`src/design/lr_pkg.sv`:
```
// Shared types and constants for the line rasterizer.
// Depends on nothing; every other design file refers to it by scoped names.
package lr_pkg;

  localparam int COORD_BITS = 12;
  localparam int DELTA_BITS = COORD_BITS + 1;
  localparam int AXI_BITS   = COORD_BITS + 2;
  localparam int DEC_BITS   = COORD_BITS + 3;

  typedef logic signed [COORD_BITS-1:0] coord_t;
  typedef logic signed [DELTA_BITS-1:0] delta_t;
  typedef logic        [COORD_BITS-1:0] mag_t;
  typedef logic        [AXI_BITS-1:0]   axial_t;
  typedef logic signed [DEC_BITS-1:0]   dec_t;

  localparam coord_t COORD_ONE = coord_t'(1);

  typedef enum logic {
    CMD_LOAD = 1'b0,
    CMD_STEP = 1'b1
  } cmd_t;

  typedef enum logic [2:0] {
    MODE_POINT     = 3'd0,
    MODE_VERT      = 3'd1,
    MODE_HORIZ     = 3'd2,
    MODE_DIAG_UP   = 3'd3,
    MODE_SHALLOW   = 3'd4,
    MODE_STEEP     = 3'd5,
    MODE_DIAG_DOWN = 3'd6
  } walk_mode_t;

  typedef struct packed {
    logic   command;
    coord_t start_x;
    coord_t start_y;
    coord_t end_x;
    coord_t end_y;
  } in_item_t;

  typedef struct packed {
    coord_t pixel_x;
    coord_t pixel_y;
    logic   last_pixel;
  } out_item_t;

  // Walk set-up derived from one pair of endpoints.
  typedef struct packed {
    walk_mode_t mode;
    coord_t     cur_x;
    coord_t     cur_y;
    coord_t     major_end;
    dec_t       dec;
    axial_t     axial;
    dec_t       diag;
    logic       minor_dir;
  } setup_t;

endpackage

```
`src/design/line_rasterizer_core.sv`:
```
// Line rasterizer top level: input register, line set-up and pixel walk.
// Depends on lr_pkg, lr_setup and lr_walk.
// A step transaction passes through in_r and in_valid_r, then its pixel through
// out_item_r and out_valid_r; out_valid is then high for exactly one cycle.
// Throughput: one transaction per cycle, loads and steps alike, while busy is low;
// the walk state registers are updated at most once per transaction.
// Reset: synchronous, active low; busy is high during reset and in the cycle after
// it, then stays low. No line is active after reset.
module line_rasterizer_core (
  input  logic              clk,
  input  logic              rst_n,
  input  logic              start,
  output logic              busy,
  input  lr_pkg::in_item_t  in_item,
  output logic              out_valid,
  output lr_pkg::out_item_t out_item
);

  logic             busy_r;
  logic             accept;
  logic             in_valid_r;
  lr_pkg::in_item_t in_r;
  lr_pkg::setup_t   setup;

  // accept one transaction per cycle once out of reset
  assign accept = start && !busy_r;
  assign busy   = busy_r;

  // hold busy through reset, release it on the following cycle
  always_ff @(posedge clk) begin
    if (!rst_n) begin
      busy_r     <= 1'b1;
      in_valid_r <= 1'b0;
    end else begin
      busy_r     <= 1'b0;
      in_valid_r <= accept;
    end
  end

  // capture the transaction payload; drop it when nothing is accepted
  always_ff @(posedge clk) begin
    if (accept) begin
      in_r <= in_item;
    end
  end

  // classify the latched endpoints and derive the walk increments
  lr_setup u_setup (
    .item  (in_r),
    .setup (setup)
  );

  // advance the walk and register one pixel per step on an active line
  lr_walk u_walk (
    .clk        (clk),
    .rst_n      (rst_n),
    .item_valid (in_valid_r),
    .item       (in_r),
    .setup      (setup),
    .out_valid  (out_valid),
    .out_item   (out_item)
  );

  a_pixel_from_step: assert property (@(posedge clk) disable iff (!rst_n)
    out_valid |-> $past(in_valid_r && in_r.command == lr_pkg::CMD_STEP))
    else $error("pixel without a step transaction");

  a_load_silent: assert property (@(posedge clk) disable iff (!rst_n)
    in_valid_r && in_r.command == lr_pkg::CMD_LOAD |=> !out_valid)
    else $error("load transaction produced a pixel");

endmodule

```
`src/design/lr_setup.sv`:
```
// Line set-up: classifies a line and derives its walk start, end and increments.
// Depends on lr_pkg.
module lr_setup (
  input  lr_pkg::in_item_t item,
  output lr_pkg::setup_t   setup
);

  lr_pkg::delta_t dx;
  lr_pkg::delta_t dy;
  lr_pkg::mag_t   ax;
  lr_pkg::mag_t   ay;
  lr_pkg::mag_t   maj;
  lr_pkg::mag_t   mnr;
  logic           shallow;
  logic           swap;

  always_comb begin
    dx = lr_pkg::delta_t'(item.end_x) - lr_pkg::delta_t'(item.start_x);
    dy = lr_pkg::delta_t'(item.end_y) - lr_pkg::delta_t'(item.start_y);
    ax = dx[lr_pkg::DELTA_BITS-1] ? lr_pkg::mag_t'(-dx) : lr_pkg::mag_t'(dx);
    ay = dy[lr_pkg::DELTA_BITS-1] ? lr_pkg::mag_t'(-dy) : lr_pkg::mag_t'(dy);
    shallow = (ay < ax);
    maj = shallow ? ax : ay;
    mnr = shallow ? ay : ax;
    // walk shallow lines from the left end, steep lines from the low end
    swap = shallow ? dx[lr_pkg::DELTA_BITS-1] : dy[lr_pkg::DELTA_BITS-1];

    setup.dec   = lr_pkg::dec_t'({mnr, 1'b0}) - lr_pkg::dec_t'(maj);
    setup.axial = lr_pkg::axial_t'({mnr, 1'b0});
    setup.diag  = lr_pkg::dec_t'({mnr, 1'b0}) - lr_pkg::dec_t'({maj, 1'b0});
    setup.cur_x = item.start_x;
    setup.cur_y = item.start_y;
    setup.major_end = item.start_x;
    setup.minor_dir = 1'b0;

    if (dx == '0 && dy == '0) begin
      setup.mode = lr_pkg::MODE_POINT;
    end else if (dx == '0) begin
      setup.mode      = lr_pkg::MODE_VERT;
      setup.cur_y     = dy[lr_pkg::DELTA_BITS-1] ? item.end_y : item.start_y;
      setup.major_end = dy[lr_pkg::DELTA_BITS-1] ? item.start_y : item.end_y;
    end else if (dy == '0) begin
      setup.mode      = lr_pkg::MODE_HORIZ;
      setup.cur_x     = dx[lr_pkg::DELTA_BITS-1] ? item.end_x : item.start_x;
      setup.major_end = dx[lr_pkg::DELTA_BITS-1] ? item.start_x : item.end_x;
    end else if (ax == ay) begin
      setup.mode      = dx[lr_pkg::DELTA_BITS-1] ? lr_pkg::MODE_DIAG_DOWN
                                                 : lr_pkg::MODE_DIAG_UP;
      setup.minor_dir = dy[lr_pkg::DELTA_BITS-1];
      setup.major_end = item.end_x;
    end else if (shallow) begin
      setup.mode      = lr_pkg::MODE_SHALLOW;
      setup.cur_x     = swap ? item.end_x : item.start_x;
      setup.cur_y     = swap ? item.end_y : item.start_y;
      setup.major_end = swap ? item.start_x : item.end_x;
      setup.minor_dir = swap ? ~dy[lr_pkg::DELTA_BITS-1] : dy[lr_pkg::DELTA_BITS-1];
    end else begin
      setup.mode      = lr_pkg::MODE_STEEP;
      setup.cur_x     = swap ? item.end_x : item.start_x;
      setup.cur_y     = swap ? item.end_y : item.start_y;
      setup.major_end = swap ? item.start_y : item.end_y;
      setup.minor_dir = swap ? ~dx[lr_pkg::DELTA_BITS-1] : dx[lr_pkg::DELTA_BITS-1];
    end
  end

endmodule

```
`src/design/lr_walk.sv`:
```
// Line walk state: latches a set-up on load, steps one pixel per step command on
// an active line and registers the result. Depends on lr_pkg.
module lr_walk (
  input  logic              clk,
  input  logic              rst_n,
  input  logic              item_valid,
  input  lr_pkg::in_item_t  item,
  input  lr_pkg::setup_t    setup,
  output logic              out_valid,
  output lr_pkg::out_item_t out_item
);

  logic               active_r, active_nxt;
  logic               first_r, first_nxt;
  lr_pkg::walk_mode_t mode_r, mode_nxt;
  lr_pkg::coord_t     cur_x_r, cur_x_nxt;
  lr_pkg::coord_t     cur_y_r, cur_y_nxt;
  lr_pkg::coord_t     major_end_r, major_end_nxt;
  lr_pkg::dec_t       dec_r, dec_nxt;
  lr_pkg::axial_t     axial_r, axial_nxt;
  lr_pkg::dec_t       diag_r, diag_nxt;
  logic               minor_dir_r, minor_dir_nxt;
  logic               out_valid_r, out_valid_nxt;
  lr_pkg::out_item_t  out_item_r, out_item_nxt;

  lr_pkg::coord_t     step_x;
  lr_pkg::coord_t     step_y;
  lr_pkg::dec_t       step_dec;
  lr_pkg::coord_t     minor_x;
  lr_pkg::coord_t     minor_y;
  lr_pkg::coord_t     nx;
  lr_pkg::coord_t     ny;
  logic               dec_le0;
  logic               last;

  always_comb begin
    dec_le0  = dec_r[lr_pkg::DEC_BITS-1] || (dec_r == '0);
    minor_x  = minor_dir_r ? cur_x_r - lr_pkg::COORD_ONE : cur_x_r + lr_pkg::COORD_ONE;
    minor_y  = minor_dir_r ? cur_y_r - lr_pkg::COORD_ONE : cur_y_r + lr_pkg::COORD_ONE;
    step_x   = cur_x_r;
    step_y   = cur_y_r;
    step_dec = dec_le0 ? dec_r + lr_pkg::dec_t'(axial_r) : dec_r + diag_r;

    unique case (mode_r)
      lr_pkg::MODE_VERT:      step_y = cur_y_r + lr_pkg::COORD_ONE;
      lr_pkg::MODE_HORIZ:     step_x = cur_x_r + lr_pkg::COORD_ONE;
      lr_pkg::MODE_DIAG_UP: begin
        step_x = cur_x_r + lr_pkg::COORD_ONE;
        step_y = minor_y;
      end
      lr_pkg::MODE_DIAG_DOWN: begin
        step_x = cur_x_r - lr_pkg::COORD_ONE;
        step_y = minor_y;
      end
      lr_pkg::MODE_SHALLOW: begin
        step_x = cur_x_r + lr_pkg::COORD_ONE;
        step_y = dec_le0 ? cur_y_r : minor_y;
      end
      lr_pkg::MODE_STEEP: begin
        step_y = cur_y_r + lr_pkg::COORD_ONE;
        step_x = dec_le0 ? cur_x_r : minor_x;
      end
      default: ;
    endcase

    // the first step shows the start pixel without moving
    nx = first_r ? cur_x_r : step_x;
    ny = first_r ? cur_y_r : step_y;

    unique case (mode_r) inside
      lr_pkg::MODE_POINT:                    last = 1'b1;
      lr_pkg::MODE_VERT, lr_pkg::MODE_STEEP: last = (ny == major_end_r);
      default:                               last = (nx == major_end_r);
    endcase

    active_nxt    = active_r;
    first_nxt     = first_r;
    mode_nxt      = mode_r;
    cur_x_nxt     = cur_x_r;
    cur_y_nxt     = cur_y_r;
    major_end_nxt = major_end_r;
    dec_nxt       = dec_r;
    axial_nxt     = axial_r;
    diag_nxt      = diag_r;
    minor_dir_nxt = minor_dir_r;
    out_valid_nxt = 1'b0;
    out_item_nxt  = out_item_r;

    if (item_valid && item.command == lr_pkg::CMD_LOAD) begin
      active_nxt    = 1'b1;
      first_nxt     = 1'b1;
      mode_nxt      = setup.mode;
      cur_x_nxt     = setup.cur_x;
      cur_y_nxt     = setup.cur_y;
      major_end_nxt = setup.major_end;
      dec_nxt       = setup.dec;
      axial_nxt     = setup.axial;
      diag_nxt      = setup.diag;
      minor_dir_nxt = setup.minor_dir;
    end else if (item_valid && active_r) begin
      first_nxt     = 1'b0;
      cur_x_nxt     = nx;
      cur_y_nxt     = ny;
      if (!first_r && (mode_r == lr_pkg::MODE_SHALLOW || mode_r == lr_pkg::MODE_STEEP)) begin
        dec_nxt = step_dec;
      end
      active_nxt    = ~last;
      out_valid_nxt = 1'b1;
      out_item_nxt.pixel_x    = nx;
      out_item_nxt.pixel_y    = ny;
      out_item_nxt.last_pixel = last;
    end
  end

  always_ff @(posedge clk) begin
    if (!rst_n) begin
      active_r    <= 1'b0;
      first_r     <= 1'b0;
      out_valid_r <= 1'b0;
    end else begin
      active_r    <= active_nxt;
      first_r     <= first_nxt;
      out_valid_r <= out_valid_nxt;
    end
  end

  always_ff @(posedge clk) begin
    mode_r      <= mode_nxt;
    cur_x_r     <= cur_x_nxt;
    cur_y_r     <= cur_y_nxt;
    major_end_r <= major_end_nxt;
    dec_r       <= dec_nxt;
    axial_r     <= axial_nxt;
    diag_r      <= diag_nxt;
    minor_dir_r <= minor_dir_nxt;
    out_item_r  <= out_item_nxt;
  end

  assign out_valid = out_valid_r;
  assign out_item  = out_item_r;

  a_last_ends_line: assert property (@(posedge clk) disable iff (!rst_n)
    out_valid_r && out_item_r.last_pixel |-> !active_r)
    else $error("line still active after its last pixel");

  a_pixel_needs_line: assert property (@(posedge clk) disable iff (!rst_n)
    out_valid_r |-> $past(active_r))
    else $error("pixel given with no line active");

endmodule

```
`config.mk`:
```
export PLATFORM = sky130hd
export DESIGN_NAME = line_rasterizer_core
export DESIGN_NICKNAME = d
export VERILOG_FILES = /design/src/design/lr_pkg.sv /design/src/design/line_rasterizer_core.sv /design/src/design/lr_setup.sv /design/src/design/lr_walk.sv
export SDC_FILE = /design/constraint.sdc
export NUM_CORES = 1
export LEC_CHECK = 0
export BUFFER_PORTS_ARGS = -buffer_cell sky130_fd_sc_hd__buf_2
export CAP_MARGIN = 40
export CORE_MARGIN = 5
export CORE_UTILIZATION = 35
export DETAILED_ROUTE_END_ITERATION = 8
export SLEW_MARGIN = 15
export SYNTH_ARGS = -nofsm -noshare
export SYNTH_HDL_FRONTEND = slang
export SYNTH_SLANG_ARGS = --single-unit
export TNS_END_PERCENT = 5
```
`constraint.sdc`:
```
create_clock -name clk -period 9.57 [get_ports clk]
set_input_delay 1.4355 -clock clk [delete_from_list [all_inputs] [get_ports clk]]
set_output_delay 1.4355 -clock clk [all_outputs]
set_load 0.1 [all_outputs]
```
==> results_dict.tcl <==
set metrics [dict create \
    outcome "completed" \
    wl_per_cell_um 19.4 \
    ant_nets 0 \
    holdPathStages 3 \
    postRouteWirelength_um 37600 \
    rows 69 \
    start_util_pct 35.4 \
    drt_iter0_markers 1021 \
    place_hpwl_um 28800 \
    clkLatencyLatePin_ps 460 \
    arrival_ps 9060 \
    first_global_vias 10300 \
    grt_overflow 0 \
    setup.worst_path.end_class "flip-flop" \
    multi_input_area_mm2 0.00732 \
    clock_path_buffers 2 \
    via_per_inst 5.68 \
    design.final.nets 1587 \
    cts_tree "built" \
    synth_edf_count 154 \
    routabilityCongestion 0.944 \
    regToRegStartpoint "in_r[45]" \
    ctsHoldBuffers 0 \
    track_usage_pct 18.7 \
    timing.reg2reg.setup_slack_ps 710 \
    drv_slew 0 \
    cts_setup_buffers 0 \
    fill_cells 3501 \
    finalCritPeriodShare_pct 92.6 \
    rr_endpoint "u_walk.dec_r[12]" \
    antenna_found_initial 1 \
    timing_worst_setup_path_type "flip-flop to flip-flop" \
    die_y_um 200 \
    register_area_mm2 0.00472 \
    relSlewSlack_pct 40.0 \
    powerDensity_mw_per_mm2 221 \
    clock-root-buffer "clkbuf_16" \
    drive_above_1_share_pct 11.8 \
    syn2layout_area_growth_pct 12.3 \
    grt_max_degree 74 \
    syn-mean-instance-area_um2 8.90 \
    drv_cap 0 \
    core_mm2 0.0355 \
    ir_drop_uv 151 \
    synthArstFlopShare_pct 0 \
    leakage_nw 5.57 \
    finClkSkew_ps 17.1 \
    yosysWarnings 0 \
    die_area_mm2 0.0398 \
    port_buffers 78 \
    synth_top_flop_cell "edfxtp_1" \
    min_period_ps 8860 \
    htreeDepth 4 \
    final_common_cell "edfxtp_1" \
    path_clk_slew_ps 80 \
    fmax_mhz 113 \
    vias 11000 \
    yosysUniqueCellTypes 87 \
    min-delay-start "u_walk.active_r" \
    cpMaxStageDelayCell "nor2_8" \
    fin_tns_setup_ps 0 \
    worstHoldPathType "flip-flop to flip-flop" \
    cts_num_sinks 159 \
    die_x_um 200 \
    num_io_pins 79 \
    setup-violations-final 0 \
    synthCells 1413 \
    cts_made_buffers 17 \
    worstMarginPinSlew_ps 899 \
    crit_required_ps 9770 \
    reg2regPathDepth 31 \
    num_antenna_cells 0 \
    finalHoldViolCount 0 \
    post_cts_resized 0 \
    cp-start-kind "flip-flop" \
    synth.cell_area_mm2 0.0126 \
    final_cell_mix "edfxtp_1, nand2_1, nor2_1, a21oi_1, o21ai_0" \
    crit_fanout 54 \
    drtPass1Iterations 5 \
    ys_seq_area_share_pct 37.6 \
    drcViolationCount 0 \
    synth_nets 1530 \
    synth-seq-cells 159 \
    p_total_w 0.00313 \
    max_stage_delay_ps 560 \
    grt_pass1_wl_um 58100 \
    min_to "u_walk.first_r" \
    rsz0062_at_grt "no" \
]
registers in the layout (all words and copies together), names as in the netlist:
| name | flops |
|---|---|
| u_walk.axial_r | 12 |
| u_walk.active_r | 1 |
| u_walk.dec_r | 15 |
| u_walk.out_item | 25 |
| in_valid_r | 1 |
| u_walk.mode_r | 3 |
| u_walk.major_end_r | 12 |
| u_walk.out_valid | 1 |
| u_walk.cur_y_r | 12 |
| u_walk.first_r | 1 |
| in_r | 49 |
| busy | 1 |
| u_walk.minor_dir_r | 1 |
| u_walk.cur_x_r | 12 |
| u_walk.diag_r | 13 |
final cells by class:
| cell class | count | share of cell area [%] |
|---|---|---|
| clock buffer | 17 | 3.01 |
| clock inverter | 15 | 1.41 |
| inverter | 74 | 1.98 |
| multi-input combinational | 1116 | 51.8 |
| sequential | 159 | 33.5 |
| tap | 461 | 4.09 |
| timing repair buffer | 102 | 4.20 |
power by group:
part	leakage, nW	total, W	switching, W	internal (W)
clock network	0.300	0.000733	0.000333	0.000400
registers	1.46	0.000859	0.0000196	0.000839
logic	3.81	0.00153	0.000965	0.000568
kinds of logic (layout without fill, tap and decap cells):
logic type	Yosys count	count (layout)	share of synthesized area, %
AO/OA/AOI/OAI	428	428	21.9
XOR/XNOR	86	86	5.99
adder cells (fa/ha/maj)	72	72	7.27
buffers and inverters	138	208	4.34
flip-flops	159	159	37.6
multiplexers	66	66	5.39
AND/OR/NAND/NOR	464	464	17.5
synth_stat cells (all sizes together), types with 4 or more instances:
| master | count | area share (%) |
|---|---|---|
| a211oi | 10 | 0.60 |
| a21boi | 8 | 0.51 |
| a21o | 20 | 1.2 |
| a21oi | 133 | 5.4 |
| a22o | 7 | 0.49 |
| a22oi | 5 | 0.34 |
| a311oi | 7 | 0.64 |
| a31oi | 14 | 0.70 |
| and2 | 22 | 1.1 |
| and3 | 14 | 0.74 |
| buf | 18 | 0.76 |
| clkbuf | 46 | 1.4 |
| dfxtp | 5 | 0.80 |
| edfxtp | 154 | 37 |
| fa | 4 | 0.64 |
| ha | 61 | 6.1 |
| inv | 72 | 2.1 |
| maj3 | 7 | 0.56 |
| mux2 | 14 | 1.3 |
| mux2i | 52 | 4.1 |
| nand2 | 146 | 4.4 |
| nand2b | 22 | 1.1 |
| nand3 | 19 | 0.76 |
| nand4 | 11 | 0.55 |
| nor2 | 132 | 4.1 |
| nor2b | 15 | 0.75 |
| nor3 | 27 | 1.1 |
| nor3b | 6 | 0.40 |
| nor4 | 10 | 0.50 |
| o211ai | 21 | 1.3 |
| o21a | 9 | 0.54 |
| o21ai | 100 | 4.0 |
| o21bai | 12 | 0.72 |
| o221ai | 5 | 0.35 |
| o22ai | 22 | 1.1 |
| o31ai | 12 | 0.72 |
| or3 | 29 | 1.4 |
| xnor2 | 56 | 3.9 |
| xor2 | 30 | 2.1 |
worst max path at each step:
stage / from / slack (ps) / cells after the start / endpoint
final: in_r[45] / 710 / 31 / u_walk.dec_r[12]
after global routing: in_r[45] / 230 / 31 / u_walk.dec_r[12]
after CTS: in_r[21] / 730 / 30 / u_walk.dec_r[12]
after detailed placement: in_r[45] / 790 / 31 / u_walk.dec_r[12]
after global placement: in_r[21] / 1060 / 30 / u_walk.dec_r[12]
after floorplan: in_r[21] / 1270 / 34 / u_walk.dec_r[12]
stage by stage:
step	worst slack [ps]	hold slack, ps	std cells	instance area (um^2)	utilization (%)
2_1_floorplan	1270	494	1413	12600	-
3_3_place_gp	1060	515	1906	13400	37.8
3_5_place_dp	789	525	1912	13500	38.0
4_1_cts	726	548	1944	14100	39.8
5_1_grt	232	598	1944	14100	39.8
6_report	708	543	1944	14100	39.8
per-layer routing:
metal	wire, um	GRT usage, %
met1	17200	26.9
met2	16900	29.0
met3	2590	3.32
met4	954	5.64
met5	0	0
critical path, delay by kind of cell, from the launching register on:
| kind | cells | cell delay, ps |
|---|---|---|
| DFF | 1 | 430 |
| buffers and inverters | 3 | 380 |
| and+or+nand+nor | 6 | 1910 |
| xor gates and xnor gates | 2 | 600 |
| AOI/OAI and AO/OA | 13 | 2650 |
| adders and majority gates | 6 | 2370 |
| muxes | 1 | 260 |
(Power assumes the default switching activity.)
